--- config.mk ---
export PLATFORM = sky130hd
export DESIGN_NAME = ochm_ram
export DESIGN_NICKNAME = d
export VERILOG_FILES = /design/src/sv/assert_macros.svh /design/src/sv/ochm_ram.sv
export SDC_FILE = /design/constraint.sdc
export NUM_CORES = 1
export LEC_CHECK = 0
export BUFFER_PORTS_ARGS = -buffer_cell sky130_fd_sc_hd__buf_2
export CAP_MARGIN = 20
export CORE_UTILIZATION = 46
export DETAILED_ROUTE_END_ITERATION = 6
export PLACE_DENSITY = 0.59
export RECOVER_POWER = 100
export SLEW_MARGIN = 20
export SYNTH_ARGS = -nofsm -noshare
export SYNTH_HDL_FRONTEND = slang
export SYNTH_SLANG_ARGS = --single-unit
--- constraint.sdc ---
create_clock -name clk -period 2.2 [get_ports clk]
set_clock_uncertainty 0.15 [all_clocks]
set_input_delay 0 -clock clk [delete_from_list [all_inputs] [get_ports clk]]
set_output_delay 0 -clock clk [all_outputs]
set_load 0.01 [all_outputs]
--- src/sv/assert_macros.svh ---
// assertion macros used by the hash map engine
`ifndef ASSERT_MACROS_SVH
`define ASSERT_MACROS_SVH

// same-cycle implication on clk, off during rst
`define OCHM_ASSERT_IMP(label, ante, cons) \
  label: assert property (@(posedge clk) disable iff (rst) (ante) |-> (cons)) \
    else $error("ochm check failed");

// next-cycle implication on clk, off during rst
`define OCHM_ASSERT_NXT(label, ante, cons) \
  label: assert property (@(posedge clk) disable iff (rst) (ante) |=> (cons)) \
    else $error("ochm check failed");

`endif

--- src/sv/ochm_ram.sv ---
// generic single-write, single-read ram with registered read data
module ochm_ram #(
  parameter int WIDTH = 8,
  parameter int DEPTH = 64
) (
  input  logic                     clk,
  input  logic                     we,
  input  logic [$clog2(DEPTH)-1:0] waddr,
  input  logic [WIDTH-1:0]         wdata,
  input  logic [$clog2(DEPTH)-1:0] raddr,
  output logic [WIDTH-1:0]         rdata
);

  logic [WIDTH-1:0] mem [DEPTH];

  always_ff @(posedge clk) begin
    if (we) begin
      mem[waddr] <= wdata;
    end
    rdata <= mem[raddr];
  end

endmodule

==> flow_summary.json <==
{
  "place.gp.congestion": 0.782,
  "synthCells": 940,
  "powerDensity_nw_per_um2": 893,
  "core-area_um2": 43200,
  "dieArea_um2": 44700,
  "drive_gt1_share_pct": 28.5,
  "cts_tree": "built",
  "hold-path-cell-count": 3,
  "hold_viol_final": 0,
  "drt-pass1-iter-count": 5,
  "grt_overflow_total": 0,
  "power.switching_mw": 4.40,
  "grt_pass1_vias": 10200,
  "wl_per_cell_um": 26.9,
  "wl_met1_um": 20500,
  "ant_nets": 0,
  "clkTransAtPathRegs_ns": 0.06,
  "finalMaxSlewViolations": 197,
  "met3_length_um": 2910,
  "die_y_um": 211,
  "ff2ff_path_depth": 5,
  "vias": 10000,
  "grtUsageTotal_pct": 22.0,
  "first_iter_violations": 1091,
  "fin_crit_sh_pct": 97.7,
  "top_layer": "met5",
  "holdCritPathClass": "input pin to flop",
  "swShare_pct": 20.8,
  "syn_area_per_cell_um2": 21.5,
  "cp.required_ns": 2.48,
  "failed_checks": "max-capacitance violations, max-slew violations",
  "finalSetupViolations": 0,
  "antenna_found_initial": 2,
  "fin_crit_ns": 2.15,
  "fillerInstances": 3415,
  "r2r_end": "rdata[6]",
  "ios": 30,
  "vias_per_cell": 5.68,
  "syn_nets": 962,
  "utilization_pct": 54.9,
  "io_buffers": 29,
  "ctsHtreeMaxLevel": 2,
  "area_growth_pct": 17.6,
  "rsz0062_at_grt": "false",
  "die_x_um": 211,
  "clk_path_buf_depth": 3,
  "rows": 76,
  "place_worst_setup_slack_ns": -0.172,
  "worst_slack_ns": 0.0510,
  "clkLatencyLatePin_ns": 0.60,
  "status": "finished, violations left",
  "drc": 0,
  "startpoint": "mem[29][6]",
  "grt_max_degree": 65,
  "yosysSeqAreaShare_pct": 77.0,
  "final_area_um2": 23700,
  "p_comb_share_pct": 5.5,
  "ys_warn_count": 0,
  "worstMarginPinSlew_ns": 1.75,
  "leakage_nw": 7.58,
  "placed_cell_area_um2": 22100,
  "final_cell_mix": "512 x edfxtp_1, 126 x mux4_2, 83 x nor2_1, 70 x clkbuf_1, 54 x clkbuf_16",
  "cts_buffers": 52,
  "vdd_drop_max_uv": 610,
  "start_util_pct": 46.7,
  "yosysUniqueCellTypes": 40,
  "slew-limit-headroom_pct": -17.0,
  "timing.rr.start": "mem[29][6]",
  "cts_sinks": 520,
  "dp_hpwl_um": 30600,
  "wl_met2_um": 23000,
  "hold_start": "waddr[5]",
  "p_int_mw": 16.8,
  "cp-start-kind": "flop",
  "cts-root-buf": "clkbuf_16",
  "grt_pass1_wl_um": 69400,
  "worstPathMaxFanout": 1,
  "ys_seq_elements": 520,
  "max_freq_ghz": 0.465,
  "max_cap_violations": 5,
  "r2r_slack_ns": 0.05,
  "power_frac_seq_pct": 52.0,
  "cp-end-kind": "flop",
  "finalWirelength_um": 47700,
  "worstSetupPathType": "flop to flop",
  "layout_commonest_cell": "edfxtp_1",
  "cp_data_arrival_time_ns": 2.43,
  "syn_area_um2": 20200,
  "p_clk_share_pct": 42.5,
  "final_nets": 1162,
  "holdPathEnd": "mem[7][4]"
}
==> how the worst max path moves through the flow <==
stage          cells after the start       end  slack (ns)
6_report                           5  rdata[6]        0.05
5_1_grt                            6  rdata[4]       0.009
4_1_cts                            6  rdata[4]       0.009
3_5_place_dp                       7  rdata[6]       -0.17
3_3_place_gp                       7  rdata[6]       -0.22
2_1_floorplan                      5  rdata[4]        0.36
==> routing by layer <==
metal | track usage (%) | up-vias
li1 | - | 4349
met1 | 31.3 | 5267
met2 | 34.8 | 358
met3 | 3.44 | 73
met4 | 7.85 | 2
met5 | 0 | -
==> worst max-delay path: stages, from the launching register on <==
cell and delay (ns):
edfxtp_1 0.36, mux4_2 0.47, mux2_2 0.27, o221a_2 0.31
nor3_4 0.27, o32ai_1 0.15
==> power groups by stage <==
stage / Clock (mW) / Sequential [mW] / Combinational, mW
after floorplan: 0 / 11.2 / 0.584
after global placement: 0 / 11.2 / 1.16
after detailed placement: 0 / 11.2 / 1.18
after CTS: 9.19 / 11.0 / 1.20
after global routing: 9.55 / 11.0 / 1.23
final: 9.00 / 11.0 / 1.17
==> cells by family after synthesis <==
family          count (synthesis)  share of synthesized area [%]
mux                           162                           15.9
buf+inv                        51                           1.57
flops                         520                           77.0
simple gates                  153                           3.39
compound gates                 54                           2.07
==> metrics by stage <==
stage / setup TNS [ns] / instances / hold slack (ns) / total power, mW
final: 0 / 1770 / 0.0931 / 21.2
after CTS: 0 / 1768 / 0.0366 / 21.4
after global routing: 0 / 1770 / 0.0990 / 21.8
after detailed placement: -0.353 / 1653 / 0.262 / 12.4
after global placement: -0.357 / 1653 / 0.276 / 12.4
after floorplan: 0 / 940 / -0.0511 / 11.8
==> final cells by class <==
type                       instances  area (um^2)  share of cell area [%]
tap                              585          732                    3.09
clock buffer                      61         1390                    5.85
multi-input combinational        369         4340                    18.3
timing repair buffer             197         1360                    5.72
clock inverter                    37          363                    1.53
antenna                            1         2.50                  0.0106
sequential                       520        15500                    65.5
==> cell usage after synthesis <==
cell / number / area (um^2)
o221ai_1: 8 / 70.1
buf_12: 2 / 40.0
mux4_2: 126 / 2840
o22ai_1: 8 / 50.1
a221oi_1: 6 / 52.6
o21a_1: 2 / 15.0
edfxtp_1: 512 / 15400
a21oi_1: 3 / 15.0
nand4b_1: 1 / 8.76
a2111oi_0: 2 / 17.5
nand4_1: 2 / 12.5
nor2_1: 83 / 312
mux2i_1: 23 / 230
nor3_1: 7 / 35.0
clkbuf_1: 17 / 63.8
o221a_2: 2 / 22.5
o2111ai_1: 3 / 26.3
buf_2: 11 / 55.1
o2bb2ai_1: 3 / 26.3
a22oi_1: 3 / 22.5
or3_1: 1 / 6.26
nor4_1: 2 / 12.5
o41ai_1: 2 / 17.5
o21ai_1: 2 / 10.0
o311ai_1: 1 / 8.76
o32ai_1: 2 / 17.5
buf_6: 4 / 45.0
buf_1: 4 / 15.0
nand3_1: 13 / 65.1
a211oi_1: 4 / 30.0
buf_4: 13 / 97.6
a31oi_1: 1 / 6.26
mux2_2: 13 / 146
o21ai_0: 2 / 10.0
nand2b_1: 7 / 43.8
nand3b_1: 3 / 22.5
nor2b_1: 14 / 87.6
and2_1: 1 / 6.26
nand2_1: 19 / 71.3
dfxtp_1: 8 / 160
==> timing repair <==
action                                 4_1_cts  5_1_grt
hold buffers                                17        0
buffers inserted                             0        1
resized for setup                            1        3
setup endpoints to repair                    1        7
pin swaps                                    0        2
endpoints found under the hold margin      494        0
==> registers in the layout, indices dropped and copies added (netlist names) <==
name and count:
rdata 8, mem 512
No activity file was read; power rests on OpenSTA's default activity.
